`src/gsa_pkg.sv`:
```
// Shared constants, types and table functions for the gas sensor linearizer.
`default_nettype none
package gsa_pkg;

    localparam int ADC_BITS      = 12;
    localparam int LUT_ADDR_BITS = 6;
    localparam int LUT_SIZE      = (1 << LUT_ADDR_BITS) + 1;
    localparam int LUT_IDX_W     = LUT_ADDR_BITS + 1;

    localparam longint unsigned ADC_FULL = (64'd1 << ADC_BITS) - 64'd1;

    // Rs = 10000*(50*FS - 33*adc) / (33*adc)
    localparam int OHM_NUM_W = $clog2(64'd500000 * ADC_FULL + 64'd1);
    localparam int OHM_DEN_W = $clog2(64'd33 * ADC_FULL + 64'd1);

    localparam int OHMS_W  = 25;
    localparam int RATIO_W = 32;
    localparam int PPM_W   = 24;
    localparam int RO_W    = 20;
    localparam int COEF_W  = 16;
    localparam int CFG_W   = 20;
    localparam int LOG_W   = 22;
    localparam int NUM_W   = 24;
    localparam int E_W     = 36;
    localparam int IP_W    = E_W - 16;

    localparam int LOG_TAB_W = 17;
    localparam int EXP_TAB_W = 18;

    localparam logic [OHMS_W-1:0]  OHMS_MAX  = '1;
    localparam logic [RATIO_W-1:0] RATIO_MAX = '1;
    localparam logic [PPM_W-1:0]   PPM_MAX   = '1;

    localparam int LOG2_TEN_Q16 = 217706;

    typedef enum logic [1:0] {
        REG_CLEAN_AIR = 2'd0,
        REG_SLOPE     = 2'd1,
        REG_INTERCEPT = 2'd2
    } cfg_reg_t;

    typedef struct packed {
        logic                open;
        logic [OHMS_W-1:0]   ohms;
        logic [RATIO_W-1:0]  ratio;
    } side_t;

    function automatic longint unsigned isqrt64(longint unsigned v_in);
        longint unsigned v;
        longint unsigned res;
        longint unsigned bitv;
        v    = v_in;
        res  = 0;
        bitv = 64'd1 << 62;
        while (bitv > v) bitv = bitv >> 2;
        while (bitv != 0) begin
            if (v >= res + bitv) begin
                v   = v - (res + bitv);
                res = (res >> 1) + bitv;
            end else begin
                res = res >> 1;
            end
            bitv = bitv >> 2;
        end
        return res;
    endfunction

    // log2(1 + i/2^L) in Q16, truncated
    function automatic logic [LOG_TAB_W-1:0] log_tab_val(int i);
        longint unsigned x;
        longint unsigned acc;
        x   = 0;
        acc = 0;
        if (i == (1 << LUT_ADDR_BITS)) return LOG_TAB_W'(65536);
        x = (64'd1 << 30) + ((longint'(i) << 30) >> LUT_ADDR_BITS);
        for (int k = 0; k < 16; k++) begin
            x   = (x * x) >> 30;
            acc = acc << 1;
            if (x >= (64'd2 << 30)) begin
                acc = acc | 64'd1;
                x   = x >> 1;
            end
        end
        return LOG_TAB_W'(acc);
    endfunction

    // 2^(i/2^L) in Q16, rounded
    function automatic logic [EXP_TAB_W-1:0] exp_tab_val(int i);
        longint unsigned roots [LUT_ADDR_BITS+1];
        longint unsigned p;
        p = 64'd1 << 30;
        if (i == (1 << LUT_ADDR_BITS)) return EXP_TAB_W'(131072);
        roots[0] = 64'd1 << 31;
        for (int k = 1; k <= LUT_ADDR_BITS; k++) roots[k] = isqrt64(roots[k-1] << 30);
        for (int k = 0; k < LUT_ADDR_BITS; k++)
            if (((i >> k) & 1) != 0) p = (p * roots[LUT_ADDR_BITS-k]) >> 30;
        return EXP_TAB_W'((p + (64'd1 << 13)) >> 14);
    endfunction

endpackage
`default_nettype wire

```
`src/gsa_ratio.sv`:
```
// Ratio Rs/Ro in Q20.12 through a pipelined restoring divider.
`default_nettype none
module gsa_ratio (
    input  logic                        clk,
    input  logic                        rst_n,
    input  logic                        en,
    input  logic                        in_valid,
    input  logic [gsa_pkg::OHMS_W-1:0]  ohms,
    input  logic                        open_flag,
    input  logic [gsa_pkg::RO_W-1:0]    ro,
    output logic                        out_valid,
    output gsa_pkg::side_t              side
);
    localparam int N  = gsa_pkg::OHMS_W + 12;
    localparam int DW = gsa_pkg::RO_W;

    logic                       v_reg    [N+1];
    logic [N-1:0]               qd_reg   [N+1];
    logic [DW-1:0]              r_reg    [N+1];
    logic [DW-1:0]              den_reg  [N+1];
    logic                       zero_reg [N+1];
    logic                       open_reg [N+1];
    logic [gsa_pkg::OHMS_W-1:0] ohms_reg [N+1];
    logic [N-1:0]               qd_next  [N];
    logic [DW-1:0]              r_next   [N];

    logic           out_v_reg;
    gsa_pkg::side_t side_reg;

    always_comb
    begin
        logic [DW:0] rr;
        logic        take;
        for (int k = 0; k < N; k++) begin
            rr         = {r_reg[k], qd_reg[k][N-1]};
            take       = rr >= {1'b0, den_reg[k]};
            r_next[k]  = take ? DW'(rr - {1'b0, den_reg[k]}) : rr[DW-1:0];
            qd_next[k] = {qd_reg[k][N-2:0], take};
        end
    end

    always_ff @(posedge clk or negedge rst_n)
    begin
        if (!rst_n) begin
            for (int k = 0; k <= N; k++) v_reg[k] <= 1'b0;
            out_v_reg <= 1'b0;
        end else if (en) begin
            v_reg[0] <= in_valid;
            for (int k = 0; k < N; k++) v_reg[k+1] <= v_reg[k];
            out_v_reg <= v_reg[N];
        end
    end

    always_ff @(posedge clk)
    begin
        if (en) begin
            qd_reg[0]   <= {ohms, 12'b0};
            r_reg[0]    <= '0;
            den_reg[0]  <= ro;
            zero_reg[0] <= (ro == '0);
            open_reg[0] <= open_flag;
            ohms_reg[0] <= ohms;
            for (int k = 0; k < N; k++) begin
                qd_reg[k+1]   <= qd_next[k];
                r_reg[k+1]    <= r_next[k];
                den_reg[k+1]  <= den_reg[k];
                zero_reg[k+1] <= zero_reg[k];
                open_reg[k+1] <= open_reg[k];
                ohms_reg[k+1] <= ohms_reg[k];
            end
            side_reg.open <= open_reg[N];
            side_reg.ohms <= ohms_reg[N];
            if (zero_reg[N] || open_reg[N] || (64'(qd_reg[N]) > 64'(gsa_pkg::RATIO_MAX)))
                side_reg.ratio <= gsa_pkg::RATIO_MAX;
            else
                side_reg.ratio <= gsa_pkg::RATIO_W'(qd_reg[N]);
        end
    end

    assign out_valid = out_v_reg;
    assign side      = side_reg;
endmodule
`default_nettype wire

```
`config.mk`:
```
export PLATFORM = sky130hd
export DESIGN_NAME = gsa_ratio
export DESIGN_NICKNAME = d
export VERILOG_FILES = /design/src/gsa_pkg.sv /design/src/gsa_ratio.sv
export SDC_FILE = /design/constraint.sdc
export NUM_CORES = 2
export LEC_CHECK = 0
export ABC_CLOCK_PERIOD_IN_PS = 5300
export BUFFER_PORTS_ARGS = -buffer_cell sky130_fd_sc_hd__buf_2
export CAP_MARGIN = 0
export CORE_UTILIZATION = 60
export DETAILED_ROUTE_END_ITERATION = 7
export GPL_TIMING_DRIVEN = 0
export HOLD_SLACK_MARGIN = 0.1
export PLACE_DENSITY = 0.72
export SKIP_LAST_GASP = 1
export SLEW_MARGIN = 10
export SYNTH_ARGS = -nofsm -noshare
export SYNTH_HDL_FRONTEND = slang
export SYNTH_SLANG_ARGS = --single-unit
```
`constraint.sdc`:
```
create_clock -name clk -period 5.3 [get_ports clk]
set_clock_uncertainty 0.2 [all_clocks]
set_input_delay 0.265 -clock clk [delete_from_list [all_inputs] [get_ports clk]]
set_output_delay 0.265 -clock clk [all_outputs]
set_load 0.02 [all_outputs]
```
==> Yosys cells after proc, flatten, opt, wreduce, memory -nomap -nowiden <==
Memory sizes are Yosys's and may differ from the RTL's. A register that Yosys moved wholly into a read port is not among the register bits.
Cells that the tools add are included.
{ "word_totals": {"ff_bits": 72, "mem_bits_rw": 3952, "input_bits": 50, "word_cells": 164, "n_memories": 6} }
{ "memory_table": {"columns": ["memory", "depth", "word_bits", "read_ports", "rd_ports_with_merged_regs", "wr", "line_no", "text"], "rows": [
  ["qd_reg", 38, 37, 38, 0, 38, "gsa_ratio.sv:18", "logic [N-1:0] qd_reg [N+1];"],
  ["ohms_reg", 38, 25, 38, 1, 38, "gsa_ratio.sv:23", "logic [gsa_pkg::OHMS_W-1:0] ohms_reg [N+1];"],
  ["den_reg", 38, 20, 37, 0, 38, "gsa_ratio.sv:20", "logic [DW-1:0] den_reg [N+1];"],
  ["r_reg", 38, 20, 37, 0, 38, "gsa_ratio.sv:19", "logic [DW-1:0] r_reg [N+1];"],
  ["open_reg", 38, 1, 38, 0, 38, "gsa_ratio.sv:22", "logic open_reg [N+1];"],
  ["zero_reg", 38, 1, 38, 0, 38, "gsa_ratio.sv:21", "logic zero_reg [N+1];"]
]} }
{ "op_classes": {"addsub": 37, "order_cmp": 38, "mux": 39, "n_reduce_logical": 3} }
{ "op_table": {"columns": ["operator", "count"], "rows": [
  ["$ge 21x20->1", 37],
  ["$mux 20", 37],
  ["$sub 20x20->20", 37],
  ["$gt 37x32->1 const B", 1],
  ["$logic_not 20->1", 1],
  ["$logic_or 1x1->1", 2],
  ["$mux 1", 2]
]} }

==> Logic depth before layout (Yosys ltp) <==
{ "logic_depth": {"ltp_word": 2, "depth_mapped": 14, "mapped_depth_nobuf": 13} }

==> Least setup slack after synthesis <==
OpenSTA, ideal clock, no wires.
{ "synth_timing": {"path_kind": "register to register", "from": "memory den_reg[1][141] (netlist name)", "to": "memory r_reg[2][3] (netlist name), data pin", "setup_time_ps": 260, "arrival_ps": 3121, "required_time_ps": 4840, "slack_ps": 1719, "path_stages_with_launch": 12, "path_buffers": 0, "synth_period_minus_slack_ps": 3581, "path_cell_list": "edfxtp_1 inv_1 ha_1 nor2b_1 o31a_1 o31a_1 o41ai_4 o211ai_2 a221oi_4 o41ai_1 a41oi_4 mux2_2"} }
{ "synth_lines": {"columns": ["item", "line_no"], "rows": [
  ["start: declaration", "gsa_ratio.sv:20"],
  ["end: declaration", "gsa_ratio.sv:19"]
]} }

==> results.json <==
{
  "ys_seq_area_share_pct": 69.3,
  "routedWlPerCell_um": 19.8,
  "rsz0062_at_grt": "no",
  "ir_worst_vdd_mv": 0.456,
  "cts-buffers-inserted": 342,
  "min_path_type": "register to register",
  "p_clk_share_pct": 25.3,
  "die_area_mm2": 0.239,
  "worstRegToRegCells": 13,
  "chipHeight_um": 489,
  "ant_nets": 0,
  "synth-seq-cells": 3286,
  "critPathMaxFanout": 180,
  "synth_warnings": 0,
  "synthArstFlopShare_pct": 1.19,
  "p_sw_w": 0.0290,
  "synth_enable_flop_cells": 3247,
  "cts_sinks": 3286,
  "rrSetupSlack_ns": 0.40,
  "clock_path_buffers": 4,
  "grt_overflow": 0,
  "area_growth_pct": 11.7,
  "p_int_w": 0.0603,
  "min_period_over_period_pct": 94.2,
  "hold_depth": 0,
  "final_max_slew_viol_count": 0,
  "layout_min_cycle_time_ns": 4.99,
  "start_kind": "input pin",
  "drt_pass1_iterations": 7,
  "worst_hold_path.endpoint": "ohms_reg[9][24]",
  "place_congestion": 0.930,
  "syn_inst": 9882,
  "drive_above_1_share_pct": 9.20,
  "drc": 0,
  "powerDensity_mw_per_mm2": 563,
  "hpwl_mm": 185,
  "numPortBuffers": 108,
  "grt_pass1_vias": 77500,
  "grt_usage_pct": 22.7,
  "largest_reg_flops": 949,
  "grt_max_degree": 181,
  "synth_top_area_share_pct": 68.6,
  "die_w_um": 489,
  "drt-total-wl_mm": 274,
  "status": "completed",
  "cts_max_level": 5,
  "synth_area_mm2": 0.142,
  "placed_cells": 13200,
  "initial_core_util_pct": 60.4,
  "worstReg2RegEnd": "r_reg[3][93]",
  "post_cts_buffers": 0,
  "vias_per_cell": 5.70,
  "slew_headroom_pct": 28.4,
  "insertion_delay_ns": 0.94,
  "via_count": 78900,
  "placementRows": 178,
  "swShare_pct": 32.5,
  "critPathCaptureType": "register",
  "ios": 109,
  "final_cells": 13900,
  "drv_cap": 0,
  "fin_area_mm2": 0.159,
  "nNetsFinal": 11300,
  "synth_top_area_cell": "edfxtp_1",
  "avgSynthCellArea_um2": 14.4,
  "antenna_found_initial": 2,
  "cts_root_buffer": "clkbuf_16",
  "syn_nets": 10700,
  "post-route-util_pct": 67.4,
  "p_comb_share_pct": 33.1,
  "max_freq_ghz": 0.200,
  "final-setup-viol-count": 0,
  "timing.hold.ws_ns": 0.167,
  "core_mm2": 0.235,
  "synth.area.top_cells": "edfxtp_1, ha_1, inv_1",
  "synthFlopType": "edfxtp_1",
  "worst_pin_slew_ns": 1.07,
  "cp-startpoint": "en",
  "min_from": "ohms_reg[8][24]",
  "r2r-start": "den_reg[3][61]",
  "cts_tree": "built",
  "final-hold-violation-count": 0,
  "required_ns": 5.65,
  "p_leak_nw": 61.2,
  "grt_pass1_wl_mm": 424,
  "critPathArrivalTime_ns": 5.34,
  "placed_area_mm2": 0.147,
  "seqPwrFrac_pct": 41.6,
  "critical_path_class": "input pin to register",
  "drtIter0Drc": 6464,
  "synth.distinct_cells": 88,
  "clk_pin_slew_ns": 0.06
}
[worst max-delay path, stage by stage]
cell and delay, ns:
dlygate4sd3_1 0.63, buf_16 0.56, buf_16 0.55, buf_16 0.64, buf_16 0.57, buf_16 0.58
buf_16 0.56
[routing by layer]
metal / wire (um) / global-route usage, %
met3: 13200 / 3.26
met2: 130000 / 37.2
met1: 122000 / 31.4
met5: 12 / 0
met4: 7830 / 7.02
[stage by stage]
stage          setup slack, ns  setup TNS [ns]  power [W]
2_1_floorplan             1.72               0     0.0582
3_3_place_gp            -45.14               -     0.0684
3_5_place_dp            -0.296          -67.68     0.0666
4_1_cts                0.00920               0     0.0897
5_1_grt                  0.131               0     0.0944
6_report                 0.308               0     0.0894
[kinds of logic after synthesis]
logic type,count (synthesis),synth area share (%)
DFF,3286,69.3
AOI/OAI and AO/OA,2031,8.97
adders and majority gates,756,6.84
buffers and inverters,1092,2.95
muxes,294,2.30
and+or+nand+nor,1913,6.48
xor gates and xnor gates,510,3.14
[power groups by stage]
stage / sequential [W] / combinational (W) / clock, W
2_1_floorplan: 0.0365 / 0.0217 / 0
3_3_place_gp: 0.0401 / 0.0283 / 0
3_5_place_dp: 0.0377 / 0.0289 / 0
4_1_cts: 0.0373 / 0.0292 / 0.0232
5_1_grt: 0.0376 / 0.0327 / 0.0241
6_report: 0.0372 / 0.0295 / 0.0226
[layout make-up]
cell class                 instances  area [um2]
sequential                      3286       98500
clock buffer                     399        8790
clock inverter                   193        1720
multi-input combinational       5504       39400
antenna                            2        5.00
buffer                           154         667
fill                           16100       76700
tap                             3150        3940
timing repair buffer             229        2180
inverter                         938        3520
[worst max-delay path by stage]
stage / slack (ns) / cells after the start / endpoint
global placement: -45.14 / 1 / open_reg[4][5]
detailed placement: -0.30 / 7 / side[32]
floorplan: 1.72 / 11 / r_reg[2][3]
CTS: 0.009 / 8 / qd_reg[4][120]
finish: 0.31 / 7 / open_reg[4][5]
global route: 0.13 / 8 / r_reg[3][76]
[synth_stat cells, drive strengths merged (27+ instances only)]
cell / number
a21o: 257
a21oi: 606
o21ai: 547
mux2: 262
o211ai: 27
nor4: 42
o21bai: 55
nor2b: 134
or2: 56
edfxtp: 3247
a211o: 47
o31ai: 74
o21a: 86
ha: 721
nand3: 124
or3: 27
nand2: 564
nand4: 89
clkbuf: 109
nor2: 474
buf: 45
dfrtp: 39
a31oi: 58
a21boi: 31
fa: 35
inv: 937
nor3: 127
and3: 74
nand2b: 104
xor2: 202
mux2i: 32
a211oi: 63
xnor2: 308
[what timing repair did]
action | 4_1_cts | 5_1_grt
endpoints found under the hold margin | 244 | 0
resized for setup | 0 | 1
hold buffers | 98 | 0
endpoints found under the setup margin | 0 | 272
[placed cells by master (no fill, tap or decap), types with 70 or more instances in the layout]
cell	Yosys	layout
a21o_1	257	257
a21oi_1	606	606
and3_1	74	74
buf_2	20	127
clkbuf_1	109	165
clkbuf_16	0	346
clkinv_1	1	78
dlygate4sd3_1	0	97
edfxtp_1	3247	3247
ha_1	721	721
inv_1	935	935
mux2_2	261	261
nand2_1	564	564
nand2b_1	104	104
nand3_1	124	124
nand4_1	89	89
nor2_1	474	474
nor2b_1	134	134
nor3_1	127	127
o21a_1	86	86
o21ai_0	535	535
o31ai_1	70	70
xnor2_1	308	308
xor2_1	202	202
Note: power is estimated with default switching activity, not from simulation.
