File: src/gsa_pkg.sv
// Shared constants, types and table functions for the gas sensor linearizer.
`default_nettype none
package gsa_pkg;

    localparam int ADC_BITS      = 12;
    localparam int LUT_ADDR_BITS = 6;
    localparam int LUT_SIZE      = (1 << LUT_ADDR_BITS) + 1;
    localparam int LUT_IDX_W     = LUT_ADDR_BITS + 1;

    localparam longint unsigned ADC_FULL = (64'd1 << ADC_BITS) - 64'd1;

    // Rs = 10000*(50*FS - 33*adc) / (33*adc)
    localparam int OHM_NUM_W = $clog2(64'd500000 * ADC_FULL + 64'd1);
    localparam int OHM_DEN_W = $clog2(64'd33 * ADC_FULL + 64'd1);

    localparam int OHMS_W  = 25;
    localparam int RATIO_W = 32;
    localparam int PPM_W   = 24;
    localparam int RO_W    = 20;
    localparam int COEF_W  = 16;
    localparam int CFG_W   = 20;
    localparam int LOG_W   = 22;
    localparam int NUM_W   = 24;
    localparam int E_W     = 36;
    localparam int IP_W    = E_W - 16;

    localparam int LOG_TAB_W = 17;
    localparam int EXP_TAB_W = 18;

    localparam logic [OHMS_W-1:0]  OHMS_MAX  = '1;
    localparam logic [RATIO_W-1:0] RATIO_MAX = '1;
    localparam logic [PPM_W-1:0]   PPM_MAX   = '1;

    localparam int LOG2_TEN_Q16 = 217706;

    typedef enum logic [1:0] {
        REG_CLEAN_AIR = 2'd0,
        REG_SLOPE     = 2'd1,
        REG_INTERCEPT = 2'd2
    } cfg_reg_t;

    typedef struct packed {
        logic                open;
        logic [OHMS_W-1:0]   ohms;
        logic [RATIO_W-1:0]  ratio;
    } side_t;

    function automatic longint unsigned isqrt64(longint unsigned v_in);
        longint unsigned v;
        longint unsigned res;
        longint unsigned bitv;
        v    = v_in;
        res  = 0;
        bitv = 64'd1 << 62;
        while (bitv > v) bitv = bitv >> 2;
        while (bitv != 0) begin
            if (v >= res + bitv) begin
                v   = v - (res + bitv);
                res = (res >> 1) + bitv;
            end else begin
                res = res >> 1;
            end
            bitv = bitv >> 2;
        end
        return res;
    endfunction

    // log2(1 + i/2^L) in Q16, truncated
    function automatic logic [LOG_TAB_W-1:0] log_tab_val(int i);
        longint unsigned x;
        longint unsigned acc;
        x   = 0;
        acc = 0;
        if (i == (1 << LUT_ADDR_BITS)) return LOG_TAB_W'(65536);
        x = (64'd1 << 30) + ((longint'(i) << 30) >> LUT_ADDR_BITS);
        for (int k = 0; k < 16; k++) begin
            x   = (x * x) >> 30;
            acc = acc << 1;
            if (x >= (64'd2 << 30)) begin
                acc = acc | 64'd1;
                x   = x >> 1;
            end
        end
        return LOG_TAB_W'(acc);
    endfunction

    // 2^(i/2^L) in Q16, rounded
    function automatic logic [EXP_TAB_W-1:0] exp_tab_val(int i);
        longint unsigned roots [LUT_ADDR_BITS+1];
        longint unsigned p;
        p = 64'd1 << 30;
        if (i == (1 << LUT_ADDR_BITS)) return EXP_TAB_W'(131072);
        roots[0] = 64'd1 << 31;
        for (int k = 1; k <= LUT_ADDR_BITS; k++) roots[k] = isqrt64(roots[k-1] << 30);
        for (int k = 0; k < LUT_ADDR_BITS; k++)
            if (((i >> k) & 1) != 0) p = (p * roots[LUT_ADDR_BITS-k]) >> 30;
        return EXP_TAB_W'((p + (64'd1 << 13)) >> 14);
    endfunction

endpackage
`default_nettype wire

File: src/gsa_ohms.sv
// Sensor resistance: divider front end and pipelined restoring divider.
`default_nettype none
module gsa_ohms (
    input  logic                          clk,
    input  logic                          rst_n,
    input  logic                          en,
    input  logic                          in_valid,
    input  logic [gsa_pkg::ADC_BITS-1:0]  adc,
    output logic                          out_valid,
    output logic [gsa_pkg::OHMS_W-1:0]    ohms,
    output logic                          open_flag
);
    localparam int N  = gsa_pkg::OHM_NUM_W;
    localparam int DW = gsa_pkg::OHM_DEN_W;

    logic          v_reg    [N+1];
    logic [N-1:0]  qd_reg   [N+1];
    logic [DW-1:0] r_reg    [N+1];
    logic [DW-1:0] den_reg  [N+1];
    logic          open_reg [N+1];
    logic [N-1:0]  qd_next  [N];
    logic [DW-1:0] r_next   [N];

    logic                       out_v_reg;
    logic [gsa_pkg::OHMS_W-1:0] ohms_reg;
    logic                       open_out_reg;

    logic [N-1:0]  num_in;
    logic [DW-1:0] den_in;
    logic          open_in;

    always_comb
    begin
        den_in  = DW'(64'd33 * 64'(adc));
        num_in  = N'(64'd10000 * (64'd50 * gsa_pkg::ADC_FULL - 64'd33 * 64'(adc)));
        open_in = (64'd3300 * 64'(adc)) < gsa_pkg::ADC_FULL;
    end

    always_comb
    begin
        logic [DW:0] rr;
        logic        take;
        for (int k = 0; k < N; k++) begin
            rr         = {r_reg[k], qd_reg[k][N-1]};
            take       = rr >= {1'b0, den_reg[k]};
            r_next[k]  = take ? DW'(rr - {1'b0, den_reg[k]}) : rr[DW-1:0];
            qd_next[k] = {qd_reg[k][N-2:0], take};
        end
    end

    always_ff @(posedge clk or negedge rst_n)
    begin
        if (!rst_n) begin
            for (int k = 0; k <= N; k++) v_reg[k] <= 1'b0;
            out_v_reg <= 1'b0;
        end else if (en) begin
            v_reg[0] <= in_valid;
            for (int k = 0; k < N; k++) v_reg[k+1] <= v_reg[k];
            out_v_reg <= v_reg[N];
        end
    end

    always_ff @(posedge clk)
    begin
        if (en) begin
            qd_reg[0]   <= num_in;
            r_reg[0]    <= '0;
            den_reg[0]  <= den_in;
            open_reg[0] <= open_in;
            for (int k = 0; k < N; k++) begin
                qd_reg[k+1]   <= qd_next[k];
                r_reg[k+1]    <= r_next[k];
                den_reg[k+1]  <= den_reg[k];
                open_reg[k+1] <= open_reg[k];
            end
            open_out_reg <= open_reg[N];
            if (open_reg[N] || (64'(qd_reg[N]) > 64'(gsa_pkg::OHMS_MAX)))
                ohms_reg <= gsa_pkg::OHMS_MAX;
            else
                ohms_reg <= gsa_pkg::OHMS_W'(qd_reg[N]);
        end
    end

    assign out_valid = out_v_reg;
    assign ohms      = ohms_reg;
    assign open_flag = open_out_reg;
endmodule
`default_nettype wire

File: config.mk
export PLATFORM = sky130hd
export DESIGN_NAME = gsa_ohms
export DESIGN_NICKNAME = d
export VERILOG_FILES = /design/src/gsa_pkg.sv /design/src/gsa_ohms.sv
export SDC_FILE = /design/constraint.sdc
export NUM_CORES = 2
export LEC_CHECK = 0
export ABC_AREA = 1
export BUFFER_PORTS_ARGS = -buffer_cell sky130_fd_sc_hd__buf_2
export CORE_MARGIN = 1.5
export CORE_UTILIZATION = 50
export DETAILED_ROUTE_END_ITERATION = 6
export PLACE_DENSITY = 0.65
export SETUP_SLACK_MARGIN = 0.05
export SLEW_MARGIN = 15
export SYNTH_ARGS = -nofsm -noshare
export SYNTH_HDL_FRONTEND = slang
export SYNTH_SLANG_ARGS = --single-unit
File: constraint.sdc
create_clock -name clk -period 2.16 [get_ports clk]
set_input_delay 0 -clock clk [delete_from_list [all_inputs] [get_ports clk]]
set_output_delay 0 -clock clk [all_outputs]
set_load 0.05 [all_outputs]
======== After elaboration in Yosys (flattened, before gate mapping) ========
Memory sizes are Yosys's and may differ from the RTL's.
Cells that the tools add are included.
W data, S select, Z words.
word-level totals
  output and inout bits ................... 27
  logic and storage cells ................. 141
  input bits .............................. 16
  memories ................................ 4
  flip-flop bits (word level) ............. 59
  RAM bits ................................ 2176
cells by class
  reduce and logical (&&, ||, !) cells .... 1
  order comparisons ....................... 33
  multiply operators ...................... 3
  multiplexer cells ....................... 33
  add/sub/neg operators ................... 32
memory list
  memory    words  width  read ports  clocked after memory_dff  write ports  RTL line        RTL
  qd_reg    32     31     32          0                         32           gsa_ohms.sv:17  logic [N-1:0] qd_reg [N+1];
  den_reg   32     18     31          0                         32           gsa_ohms.sv:19  logic [DW-1:0] den_reg [N+1];
  r_reg     32     18     31          0                         32           gsa_ohms.sv:18  logic [DW-1:0] r_reg [N+1];
  open_reg  32     1      32          0                         32           gsa_ohms.sv:20  logic open_reg [N+1];
operators by type and width
  operator                  count
  $ge A19 B18 Y1            31
  $mux W18                  31
  $sub A18 B18 Y18          31
  $mul A10 B64 Y27 const A  1
  $gt A31 B25 Y1 const B    1
  $lt A24 B12 Y1 const B    1
  $mul A10 B12 Y22 const A  1
  $sub A18 B18 Y19 const A  1
  $mul A6 B12 Y18 const A   1
  $mux W1                   2
  $logic_or A1 B1 Y1        1

======== Logic depth before layout (Yosys ltp) ========
  word-level depth ........................ 3
  depth in mapped cells ................... 36
  gate-level depth less buffers ........... 36

======== Worst setup path before layout ========
No wires, ideal clock.
  path type ............................... input-to-reg
  start point ............................. input adc[2] (netlist bit)
  end point ............................... memory qd_reg[0][30] (netlist bit) (data pin)
  stages .................................. 31
  slack ................................... -4.062 ns
  buffers on the path ..................... 0
  data required time ...................... 1.908 ns
  arrival ................................. 5.970 ns
  library setup time ...................... 0.252 ns
  cells stage by stage .................... ha_1 > ha_1 > ha_1 > inv_1 > fa_1 > inv_1 > nand3_1 > nand2_2 > xor2_2 > nand3_2 > nand3_2 > nand3_2 > inv_1 > fa_1 > ha_1 > fa_1 > ha_1 > inv_1 > fa_1 > inv_1 > ha_1 > nand2_1 > nor4_1 > nand4_1 > nand3_1 > nand3_1 > nand2_1 > xor2_1 > inv_1 > nand3_1 > nand2_1
RTL lines
  element             RTL line        RTL
  start: declaration  gsa_ohms.sv:8   input logic [gsa_pkg::ADC_BITS-1:0] adc,
  end: declaration    gsa_ohms.sv:17

==> run summary <==
Ys async rst share: 1.621%
RR Startpoint: den_reg[15][6]$_DFFE_PP_
Slew HR: 58.42%
Synth top area share: 60.48%
Peak Freq: 192.5 MHz
Die Ht: 449.0 um
Critical path arrival: 5.79 ns
Io pins: 43
Share of cells above drive strength 1: 45.18%
Hold wc startpoint: adc[0]
Post-Route WL: 261.6 mm
Drt initial violations: 4883
First-pass GRT wire length: 379.5 mm
R2r endpoint: r_reg[1][3]$_DFFE_PP_
Status: complete, but fails checks
Std-Cell Rows: 163
Ys flop type: edfxtp_1
Hold-critical path depth: 3
Type of the most critical hold path: primary input to flip-flop
Worst hold slack: 0.07366 ns
Period utilization: 240.6%
PortBufs: 42
Nets: 12370
Final setup violation count: 548
Clock Latency Late Sink: 0.85 ns
R2R cell count: 13
CTS tree: yes
Multi-input logic area: 46140 um^2
Gpl congestion: 0.9119
CTS Buf Count: 209
Clock Tree Buf Depth: 3
Fillers: 12470
HPWL Detailed: 166.9 mm
Flop2flop setup slack: -0.41 ns
Via Count: 75040
Final clock skew: 0.04963 ns
Grt ovf: 0
H-tree levels: 4
Flop pwr share: 25.3%
FF+latch count, synth: 2036
Mean post-synth cell area: 11.64 um^2
Critical path endpoint category: flip-flop
Worst Path Max Fanout: 3
Clock transition at the registers of the reported paths: 0.07 ns
Critical Path RT: 2.75 ns
WL/cell: 18.20 um
Combinational power share: 59.6%
CP most frequent cell: ha_4
Die width: 449.0 um
Total of max-cap violations: 0
Register area: 60970 um^2
Area leader, netlist: edfxtp_1
Clock sink count: 2036
Mapped Nets: 9364
Fin worst setup slack: -3.036 ns
Max incr delay on CP: 0.49 ns
LEAKAGE: 0.06104 uW
Initial antenna violation count: 2
Max reg flops: 847
DRC: 0
Switching portion of total power: 37.84%
Vias per std cell: 5.221
Startpoint class of the critical path: primary input
Largest cells by area after synthesis: edfxtp_1, ha_1, nand2_1
Fin. max-slew vios: 0
Largest net degree at the start of global routing: 141
WHS Endpoint: den_reg[0][5]$_DFFE_PP_
Cell internal pwr: 151500 uW
Final hold violations: 0
Routed Antenna Nets: 0
PwrDens: 1660 nW/um^2
Root Buffer: clkbuf_16
Post-synthesis sequential area ratio: 61.32%
Die area: 201600 um^2
Clock power frac: 15.1%
Router iterations before antenna repair: 6
Critical setup path kind: primary input to flip-flop
Worst vdd ir: 0.003069 V
Vias in the first global route: 73900
Mapped Area: 99440 um^2
GRT Total Usage: 23.26%
Cell variety after synth: 55
Post-Synthesis Cells: 8543
Fin util: 74.33%
RSZ-0062 raised after global routing: yes
Violated checks: negative setup slack
Layout area overhead: 47.57%
Core ar.: 197400 um^2
CP max stage cell: fa_1
Post-route minimum period: 5.196 ns
Initial Util: 50.37%
EDFF count, synth: 2003
Syn. warnings: 0
Sw Pwr: 92190 uW
Actual slew at the worst max-slew pin: 0.6237 ns
-- worst max-delay path, delay by kind of cell --
kind | cells | cell delay [ns]
adder cells (fa/ha/maj) | 10 | 3.24
buffers and inverters | 10 | 0.75
AND/OR/NAND/NOR | 9 | 1.34
XOR/XNOR | 3 | 0.46
-- worst max-delay path by stage --
stage / to / depth (start not counted) / slack, ns / startpoint
detailed placement: qd_reg[0][30]$_DFFE_PP_ / 32 / -4.20 / adc[2]
global placement: qd_reg[0][30]$_DFFE_PP_ / 33 / -4.21 / adc[4]
global route: qd_reg[0][30]$_DFFE_PP_ / 32 / -3.25 / adc[2]
floorplan: qd_reg[0][30]$_DFFE_PP_ / 32 / -3.52 / adc[2]
finish: qd_reg[0][28]$_DFFE_PP_ / 32 / -3.04 / adc[2]
CTS: qd_reg[0][30]$_DFFE_PP_ / 32 / -3.00 / adc[2]
-- cell type report --
cell class / instances / area share, %
clock buffer: 235 / 3.660
clock inverter: 157 / 1.160
inverter: 1138 / 3.027
multi-input combinational: 5271 / 31.44
antenna: 1 / 0.001705
sequential: 2036 / 41.55
timing repair buffer: 2883 / 16.80
tap: 2640 / 2.251
timing repair inverter: 11 / 0.1057
-- kinds of logic (layout without fill, tap and decap cells) --
group	Yosys count	in the layout	share of synthesized area [%]
muxes	1	1	0.01132
and+or+nand+nor	2342	2342	9.814
DFF	2036	2036	61.32
AOI/OAI and AO/OA	1623	1623	8.745
xor gates and xnor gates	500	500	4.445
other	0	1	0
buffers and inverters	1236	4424	4.726
adders and majority gates	805	805	10.94
-- stage by stage --
step | setup TNS, ns | cell area [um^2] | total power, uW | instances | setup WS (ns)
after floorplan | -49.04 | 100600 | 116300 | 8543 | -3.516
after global placement | -193.14 | 120600 | 158700 | 13250 | -4.211
after detailed placement | -203.18 | 120600 | 159800 | 13250 | -4.203
after CTS | -131.73 | 136100 | 219600 | 13970 | -3.004
after global routing | -190.76 | 146700 | 257800 | 14370 | -3.255
final | -135.86 | 146700 | 243600 | 14370 | -3.036
-- routing by layer --
metal | vias up | track usage (%) | part of all wire (%)
met5 | - | 0 | 0.0027
met4 | 2 | 8.581 | 4.3
met3 | 704 | 3.001 | 4.1
met2 | 1896 | 41.15 | 51
met1 | 36290 | 29.11 | 40
li1 | 36150 | - | -
-- timing repair --
| action | 4_1_cts | 5_1_grt |
|---|---|---|
| hold buffers | 20 | 3 |
| endpoints found under the hold margin | 1014 | 4 |
| cloned | 46 | 56 |
| setup buffers | 276 | 376 |
| resized for setup | 1252 | 1836 |
| setup endpoints to repair | 573 | 594 |
| pin swaps | 339 | 600 |
-- cells in the mapped netlist (3+ instances only) --
cell / count
clkbuf_1: 50
inv_2: 7
o2111ai_1: 32
nor2_1: 388
a21o_1: 13
o21ai_0: 763
nor4_1: 47
o21a_1: 10
a31oi_1: 28
nand2_1: 1415
fa_1: 108
nand3_1: 299
and2_1: 4
a221oi_1: 25
or2_2: 3
o21bai_1: 36
inv_1: 1117
or4_1: 3
a21oi_1: 648
nor4b_1: 3
clkinv_1: 14
ha_1: 697
o211ai_1: 35
nand3_2: 6
nand4_1: 78
nand2_2: 7
edfxtp_1: 2003
a211oi_1: 13
buf_2: 47
xor2_1: 237
nor3_1: 67
o31ai_1: 9
xnor2_1: 259
dfrtp_1: 33
nand3b_1: 16
-- power by group through the flow --
stage	Combinational, uW	Clock [uW]	Sequential (uW)
after floorplan	57600	0	58700
after global placement	97900	0	60800
after detailed placement	99000	0	60800
after CTS	121000	37600	60700
after global routing	157000	39100	62100
final	145000	36800	61600
-- cells in the final DEF, fill, tap and decap left out, drive strengths merged, types with 108 or more instances in the layout --
| master | Yosys | final |
|---|---|---|
| xor2 | 240 | 240 |
| nand2 | 1422 | 1422 |
| fa | 108 | 108 |
| edfxtp | 2003 | 2003 |
| ha | 697 | 697 |
| inv | 1124 | 1142 |
| a21oi | 649 | 649 |
| o21ai | 766 | 766 |
| nand3 | 305 | 305 |
| clkinv | 14 | 123 |
| xnor2 | 260 | 260 |
| nor2 | 391 | 391 |
| clkbuf | 51 | 269 |
| buf | 47 | 2829 |
No activity file was read; power rests on OpenSTA's default activity.
