[config.mk]
export PLATFORM = sky130hd
export DESIGN_NAME = gsa_curve
export DESIGN_NICKNAME = d
export VERILOG_FILES = /design/src/gsa_pkg.sv /design/src/gsa_curve.sv
export SDC_FILE = /design/constraint.sdc
export NUM_CORES = 2
export LEC_CHECK = 0
export BUFFER_PORTS_ARGS = -buffer_cell sky130_fd_sc_hd__buf_2
export CAP_MARGIN = 20
export CORE_ASPECT_RATIO = 0.8
export CORE_MARGIN = 2
export CORE_UTILIZATION = 60
export CTS_BUF_LIST = sky130_fd_sc_hd__clkbuf_2
export CTS_CLUSTER_SIZE = 16
export DETAILED_ROUTE_END_ITERATION = 8
export HOLD_SLACK_MARGIN = 0.15
export PLACE_DENSITY = 0.76
export SETUP_SLACK_MARGIN = 0.4
export SYNTH_ARGS = -nofsm -noshare
export SYNTH_HDL_FRONTEND = slang
export SYNTH_MEMORY_MAX_BITS = 65536
export SYNTH_SLANG_ARGS = --single-unit
[constraint.sdc]
create_clock -name clk -period 4.4 [get_ports clk]
set_input_delay 0.44 -clock clk [delete_from_list [all_inputs] [get_ports clk]]
set_output_delay 0.44 -clock clk [all_outputs]
set_load 0.05 [all_outputs]
[src/gsa_pkg.sv]
// Shared constants, types and table functions for the gas sensor linearizer.
`default_nettype none
package gsa_pkg;

    localparam int ADC_BITS      = 12;
    localparam int LUT_ADDR_BITS = 6;
    localparam int LUT_SIZE      = (1 << LUT_ADDR_BITS) + 1;
    localparam int LUT_IDX_W     = LUT_ADDR_BITS + 1;

    localparam longint unsigned ADC_FULL = (64'd1 << ADC_BITS) - 64'd1;

    // Rs = 10000*(50*FS - 33*adc) / (33*adc)
    localparam int OHM_NUM_W = $clog2(64'd500000 * ADC_FULL + 64'd1);
    localparam int OHM_DEN_W = $clog2(64'd33 * ADC_FULL + 64'd1);

    localparam int OHMS_W  = 25;
    localparam int RATIO_W = 32;
    localparam int PPM_W   = 24;
    localparam int RO_W    = 20;
    localparam int COEF_W  = 16;
    localparam int CFG_W   = 20;
    localparam int LOG_W   = 22;
    localparam int NUM_W   = 24;
    localparam int E_W     = 36;
    localparam int IP_W    = E_W - 16;

    localparam int LOG_TAB_W = 17;
    localparam int EXP_TAB_W = 18;

    localparam logic [OHMS_W-1:0]  OHMS_MAX  = '1;
    localparam logic [RATIO_W-1:0] RATIO_MAX = '1;
    localparam logic [PPM_W-1:0]   PPM_MAX   = '1;

    localparam int LOG2_TEN_Q16 = 217706;

    typedef enum logic [1:0] {
        REG_CLEAN_AIR = 2'd0,
        REG_SLOPE     = 2'd1,
        REG_INTERCEPT = 2'd2
    } cfg_reg_t;

    typedef struct packed {
        logic                open;
        logic [OHMS_W-1:0]   ohms;
        logic [RATIO_W-1:0]  ratio;
    } side_t;

    function automatic longint unsigned isqrt64(longint unsigned v_in);
        longint unsigned v;
        longint unsigned res;
        longint unsigned bitv;
        v    = v_in;
        res  = 0;
        bitv = 64'd1 << 62;
        while (bitv > v) bitv = bitv >> 2;
        while (bitv != 0) begin
            if (v >= res + bitv) begin
                v   = v - (res + bitv);
                res = (res >> 1) + bitv;
            end else begin
                res = res >> 1;
            end
            bitv = bitv >> 2;
        end
        return res;
    endfunction

    // log2(1 + i/2^L) in Q16, truncated
    function automatic logic [LOG_TAB_W-1:0] log_tab_val(int i);
        longint unsigned x;
        longint unsigned acc;
        x   = 0;
        acc = 0;
        if (i == (1 << LUT_ADDR_BITS)) return LOG_TAB_W'(65536);
        x = (64'd1 << 30) + ((longint'(i) << 30) >> LUT_ADDR_BITS);
        for (int k = 0; k < 16; k++) begin
            x   = (x * x) >> 30;
            acc = acc << 1;
            if (x >= (64'd2 << 30)) begin
                acc = acc | 64'd1;
                x   = x >> 1;
            end
        end
        return LOG_TAB_W'(acc);
    endfunction

    // 2^(i/2^L) in Q16, rounded
    function automatic logic [EXP_TAB_W-1:0] exp_tab_val(int i);
        longint unsigned roots [LUT_ADDR_BITS+1];
        longint unsigned p;
        p = 64'd1 << 30;
        if (i == (1 << LUT_ADDR_BITS)) return EXP_TAB_W'(131072);
        roots[0] = 64'd1 << 31;
        for (int k = 1; k <= LUT_ADDR_BITS; k++) roots[k] = isqrt64(roots[k-1] << 30);
        for (int k = 0; k < LUT_ADDR_BITS; k++)
            if (((i >> k) & 1) != 0) p = (p * roots[LUT_ADDR_BITS-k]) >> 30;
        return EXP_TAB_W'((p + (64'd1 << 13)) >> 14);
    endfunction

endpackage
`default_nettype wire

[src/gsa_curve.sv]
// Curve exponent e = (log2(ratio) - b*log2(10)) * 4096 / m, pipelined divider.
`default_nettype none
module gsa_curve (
    input  logic                               clk,
    input  logic                               rst_n,
    input  logic                               en,
    input  logic                               in_valid,
    input  gsa_pkg::side_t                     side_in,
    input  logic signed [gsa_pkg::LOG_W-1:0]   log2_q16,
    input  logic signed [gsa_pkg::COEF_W-1:0]  slope,
    input  logic signed [gsa_pkg::COEF_W-1:0]  intercept,
    output logic                               out_valid,
    output gsa_pkg::side_t                     side_out,
    output logic                               ppm_en,
    output logic signed [gsa_pkg::E_W-1:0]     expo
);
    localparam int NW = gsa_pkg::NUM_W;
    localparam int N  = NW - 1 + 12;
    localparam int DW = gsa_pkg::COEF_W;

    logic                 v_reg    [N+1];
    logic [N-1:0]         qd_reg   [N+1];
    logic [DW-1:0]        r_reg    [N+1];
    logic [DW-1:0]        den_reg  [N+1];
    logic                 neg_reg  [N+1];
    logic                 pen_reg  [N+1];
    gsa_pkg::side_t       s_reg    [N+1];
    logic [N-1:0]         qd_next  [N];
    logic [DW-1:0]        r_next   [N];

    logic                           out_v_reg;
    gsa_pkg::side_t                 s_out_reg;
    logic                           pen_out_reg;
    logic signed [gsa_pkg::E_W-1:0] e_reg;

    // b*log2(10) in Q28, follows the intercept register
    logic signed [34:0]   bl_prod_reg;
    logic signed [NW-1:0] bl;
    logic signed [NW-1:0] num;
    logic [NW-2:0]        mag;
    logic [DW-1:0]        slope_mag;

    always_ff @(posedge clk)
    begin
        bl_prod_reg <= 35'(intercept) * 35'sd217706;
    end

    always_comb
    begin
        bl        = NW'(bl_prod_reg >>> 12);
        num       = NW'(log2_q16) - bl;
        mag       = num[NW-1] ? (NW-1)'(-num) : num[NW-2:0];
        slope_mag = slope[DW-1] ? DW'(-slope) : slope;
    end

    always_comb
    begin
        logic [DW:0] rr;
        logic        take;
        for (int k = 0; k < N; k++) begin
            rr         = {r_reg[k], qd_reg[k][N-1]};
            take       = rr >= {1'b0, den_reg[k]};
            r_next[k]  = take ? DW'(rr - {1'b0, den_reg[k]}) : rr[DW-1:0];
            qd_next[k] = {qd_reg[k][N-2:0], take};
        end
    end

    always_ff @(posedge clk or negedge rst_n)
    begin
        if (!rst_n) begin
            for (int k = 0; k <= N; k++) v_reg[k] <= 1'b0;
            out_v_reg <= 1'b0;
        end else if (en) begin
            v_reg[0] <= in_valid;
            for (int k = 0; k < N; k++) v_reg[k+1] <= v_reg[k];
            out_v_reg <= v_reg[N];
        end
    end

    always_ff @(posedge clk)
    begin
        if (en) begin
            qd_reg[0]  <= {mag, 12'b0};
            r_reg[0]   <= '0;
            den_reg[0] <= slope_mag;
            neg_reg[0] <= num[NW-1] ^ slope[DW-1];
            pen_reg[0] <= (side_in.ratio != '0) && (slope != '0) && !side_in.open;
            s_reg[0]   <= side_in;
            for (int k = 0; k < N; k++) begin
                qd_reg[k+1]  <= qd_next[k];
                r_reg[k+1]   <= r_next[k];
                den_reg[k+1] <= den_reg[k];
                neg_reg[k+1] <= neg_reg[k];
                pen_reg[k+1] <= pen_reg[k];
                s_reg[k+1]   <= s_reg[k];
            end
            s_out_reg   <= s_reg[N];
            pen_out_reg <= pen_reg[N];
            e_reg       <= neg_reg[N] ? -$signed({1'b0, qd_reg[N]})
                                      : $signed({1'b0, qd_reg[N]});
        end
    end

    assign out_valid = out_v_reg;
    assign side_out  = s_out_reg;
    assign ppm_en    = pen_out_reg;
    assign expo      = e_reg;
endmodule
`default_nettype wire

# Word level (Yosys, flattened, before mapping)
# Memories as Yosys holds them, arrays and structs flattened. A register that Yosys moved wholly into a read port is not among the register bits.
# Cells that the tools add are included.
# totals
ff_bits	107
ram_bits	4572
inputBits	116
out_inout_bits	96
elab_cells	167
memories	6
# mem_list
memory	words	word_bits	read_ports	rd_ports_with_merged_regs	write_ports	line	source
s_reg	36	58	36	1	36	gsa_curve.sv:27	gsa_pkg::side_t s_reg [N+1];
qd_reg	36	35	36	0	36	gsa_curve.sv:22	logic [N-1:0] qd_reg [N+1];
den_reg	36	16	35	0	36	gsa_curve.sv:24	logic [DW-1:0] den_reg [N+1];
r_reg	36	16	35	0	36	gsa_curve.sv:23	logic [DW-1:0] r_reg [N+1];
neg_reg	36	1	36	0	36	gsa_curve.sv:25	logic neg_reg [N+1];
pen_reg	36	1	36	1	36	gsa_curve.sv:26	logic pen_reg [N+1];
# op_classes
add_sub_neg	39
mul	1
n_lt_le_gt_ge	35
n_mux	40
bitwise	1
n_reduce_logical	5
# ops
cell	count
>= comparator 17 x 16 -> 1 bit	35
two-way mux 16 bit	36
subtractor 16 bit	35
negator 35 -> 36 bit	1
two-way mux 35 bit	1
multiplier 16 x 18 -> 34 bit, second input constant	1
nonzero test 32 bit	1
subtractor 22 x 23 -> 24 bit	1
two-way mux 23 bit	1
negator 23 bit	1
negator 16 bit	1
nonzero test 16 bit	1
logical AND 1 bit	2
two-way mux 1 bit	2
zero test 1 bit	1
bitwise XOR 1 bit	1

# Depth between registers and ports, before layout
# logic_depth
depth_word	3
ltp_mapped	22
mapped_depth_nobuf	22

# Least setup slack after synthesis
# OpenSTA, ideal clock, no wires.
# synth_path
kind	input-to-reg
startpoint	in intercept[5] (netlist bit)
endpoint	reg bl_prod_reg[32]
setup_ps	124
arrival_ps	5005
t_required_ps	4276
path_slack_ps	-729
stages	21
n_path_buf	0
cell_sequence	inv_1 > ha_1 > inv_1 > fa_1 > fa_1 > inv_1 > fa_1 > fa_1 > fa_1 > inv_1 > ha_1 > a21oi_1 > o21ai_0 > a21oi_1 > a21oi_1 > nor3_1 > o21ai_0 > o211ai_1 > nand2b_1 > a211oi_1 > nor2_1
# synth_between
elab_chain_cells	1
# synth_lines
element	line	source
start: declaration	gsa_curve.sv:11	input logic signed [gsa_pkg::COEF_W-1:0] intercept,
multiplier 16 x 18 -> 34 bit	gsa_curve.sv:45	bl_prod_reg <= 35'(intercept) * 35'sd217706;
end signal: assignment	gsa_curve.sv:45	
end: declaration	gsa_curve.sv:37	logic signed [34:0] bl_prod_reg;
# No other way between the ends.
# A chain may end at the register's enable or synchronous reset.

# Worst setup path after layout
# layout_path
startpoint	in intercept[10] (netlist bit)
endpoint	reg bl_prod_reg[33]
# Same word-level chain as after synthesis.

==> metrics.csv <==
metric,value,unit
track_usage,20.9,%
synth.top_cell.area_share,75.6,%
slew_headroom,32.1,%
cp_slowest_stage_delay,0.60,ns
io-pin-count,212,
synth_area,169000,um^2
required,6.15,ns
synth.distinct_cells,76,
final_cells,16076,
async_reset_ff_share,0.855,%
nets,12597,
synthMuxAreaShare,3.01,%
timing.final.hold_violations,0,
largest_reg_flops,2088,
cts-root-buf,clkbuf_2,
rsz0062_at_grt,yes,
fmax,244,MHz
firstDrtPassIters,8,
seq_area_frac_synth,76.4,%
cts_num_sinks,4325,
period_needed,4.09,ns
slew_violations,0,
outcome,"complete, no violations",
critPathCaptureType,flop,
ys.flop_type,edfxtp_1,
routed_wl,300000,um
path_class,primary input to flop,
die_w,598,um
routed-via-count,85813,
antenna_found_initial,14,
synth_area_leaders,"edfxtp_1 (76%), ha_1 (5.2%), mux2_2 (2.6%), inv_1 (2.1%), xnor2_1 (1.6%)",
overflow,0,
start_util,60.3,%
post_synth_and_or_nand_nor_area_fraction,5.20,%
grt_pass1_wl,470000,um
synth_top_area_cell,edfxtp_1,
place_area,177000,um^2
synth_edf_count,4265,
antenna_left,0,
synth_compound_area_share,4.50,%
setup_viol,0,
crit_fanout,3,
cap_violations,0,
cts_tree,done,
remaining_drc_errors,0,
dp_cells,14020,
dp_hpwl,199000,um
ir_drop,0.000334,V
synth_top_family_by_area,adder cells,
grt_max_degree,182,
grt_pass1_vias,87290,
worstMarginPinSlew,1.01,ns
fp-row-count,174,
crit_path_start_kind,primary input,
post-route-util,67.8,%
yosys_warnings,0,
clock_skew,0.173,ns
critical-path-slowest-cell,dlygate4sd3_1,
clkLatencyLatePin,1.86,ns
post_drt_wl_per_cell,18.7,um
synthAdderAreaFrac,6.52,%
port_buffers,211,
power_leakage,73.0,nW
core_area,281000,um^2
fin_area,190000,um^2
fp.dieH,479,um
path_cells,dlygate4sd3_1 -> buf_2 -> ha_1 -> buf_4 -> ha_1 -> a21o_1 -> dlygate4sd3_1 -> fa_1 -> dlygate4sd3_1 -> ha_4 -> ha_4 -> ha_4 -> ha_1 -> a211o_1 -> or3_4 -> o211ai_1 -> buf_4 -> a21oi_4 -> buf_4 -> nor2_2 -> xnor2_1,
syn-mean-instance-area,17.1,um^2
ys_ff_latch,4325,
cts.htree.levels,6,
cts_buffers,947,
hp-class,flop to flop,
fin_crit_sh,93.0,%
powerDensity,604,nW/um^2
area_growth,12.4,%
tns,0,ns
hold_ws,0.280,ns
die_area,287000,um^2
drive_gt1_share,20.8,%
synthXorXnorAreaFrac,2.10,%
clockBufferDepth,4,
initialDrtViolationCount,6569,
synth_nets,10856,
syn_inst,9924,
clkSlewWorstSetupHoldPaths,0.14,ns
cp.arrival,5.85,ns
gp_congestion,0.905,
via_per_inst,5.34,
## routing by layer
layer	global-route usage [%]	wire length, um	up-vias
met4	8.19	9880	12
li1	-	-	41523
met3	3.83	14300	588
met1	29.0	134000	41422
met5	0	78	-
met2	33.3	142000	2268
## repair_timing
| action | CTS | global route |
|---|---|---|
| setup endpoints to repair | 29 | 197 |
| pin swaps | 1 | 29 |
| setup buffers | 1 | 14 |
| hold buffers | 375 | 11 |
| resized for setup | 6 | 106 |
| endpoints found under the hold margin | 4461 | 13 |
## cells in the final DEF (no fill, tap or decap), types with 152 or more instances in the layout
| cell type | count |
|---|---|
| edfxtp_1 | 4265 |
| clkbuf_2 | 1405 |
| inv_1 | 921 |
| ha_1 | 680 |
| nor2_1 | 500 |
| mux2_2 | 393 |
| dlygate4sd3_1 | 371 |
| nand2_1 | 304 |
| xnor2_1 | 304 |
| a21oi_1 | 289 |
| buf_4 | 240 |
| o21ai_0 | 226 |
| buf_2 | 206 |
| nor2b_1 | 167 |
| clkinv_1 | 162 |
| nor3_1 | 152 |
## critical path, delay by kind of cell
family	cells	cell delay, ns
xor gates and xnor gates	1	0.14
AOI/OAI and AO/OA	4	0.67
adders and majority gates	7	1.81
and+or+nand+nor	2	0.45
buffers and inverters	7	2.34
## layout make-up
class / count / area (um^2)
clock buffer: 1405 / 7030
inverter: 930 / 3500
sequential: 4325 / 129000
tap: 3696 / 4620
multi-input combinational: 4600 / 36900
fill: 18905 / 90400
clock inverter: 247 / 1520
timing repair buffer: 861 / 7360
antenna: 12 / 30.0
## kinds of logic after synthesis
logic type | count (synthesis)
multiplexers | 461
adder cells (fa/ha/maj) | 816
AO/OA/AOI/OAI | 1157
AND/OR/NAND/NOR | 1760
buffers and inverters | 999
XOR/XNOR | 406
flip-flops | 4325
## final timing paths
check | start | to | slack [ns] | cells after the start
worst max-delay path | intercept[10] | bl_prod_reg[33] | 0.31 | 21
worst min-delay path | s_reg[9][8] | s_reg[10][8] | 0.28 | 0
worst max register to register | den_reg[5][17] | r_reg[12][15] | 0.51 | 12
worst min register to register | s_reg[9][8] | s_reg[10][8] | 0.28 | 0
max in group asynchronous | rst_n | v_reg[27] | 3.38 | 6
min in group asynchronous | rst_n | v_reg[2] | 0.79 | 6
## through the flow
step / power [mW] / worst slack, ns
after global routing: 122 / 0.356
after floorplan: 79.1 / -0.311
after detailed placement: 89.9 / -1.21
final: 115 / 0.307
after global placement: 89.0 / -1.27
after CTS: 115 / 0.306
## where the power goes
part	internal [mW]	leakage, nW	total (mW)	switching [mW]
Combinational	16.7	24.0	35.7	19.0
Sequential	52.6	42.4	55.3	2.73
Clock	9.31	6.56	23.9	14.6
Total	78.6	73.0	115	36.4
## cell usage after synthesis (15+ instances only)
cell type and count:
and2_1 34, a31oi_1 17, a211oi_1 46, edfxtp_1 4265
a2111oi_0 21, ha_1 705, nand3_1 132, a211o_1 22
o31a_1 18, nor3b_1 34, a221oi_1 15, a21boi_0 96
nand2_1 305, a21o_1 64, o21bai_1 36, nand2b_1 71
o21a_1 52, or3_1 43, buf_2 18, a21oi_1 298
dfxtp_1 23, dfrtp_1 37, clkbuf_1 50, fa_1 111
nor2_1 509, o211ai_1 36, o21ai_0 245, inv_1 929
mux2_2 393, o2111ai_1 31, xor2_1 102, nor2b_1 168
xnor2_1 304, o41ai_1 20, and3_1 51, nor3_1 155
or2_2 38, mux2i_1 68, o31ai_1 58, nand4_1 125
nor4_1 48
(Power assumes the default switching activity.)
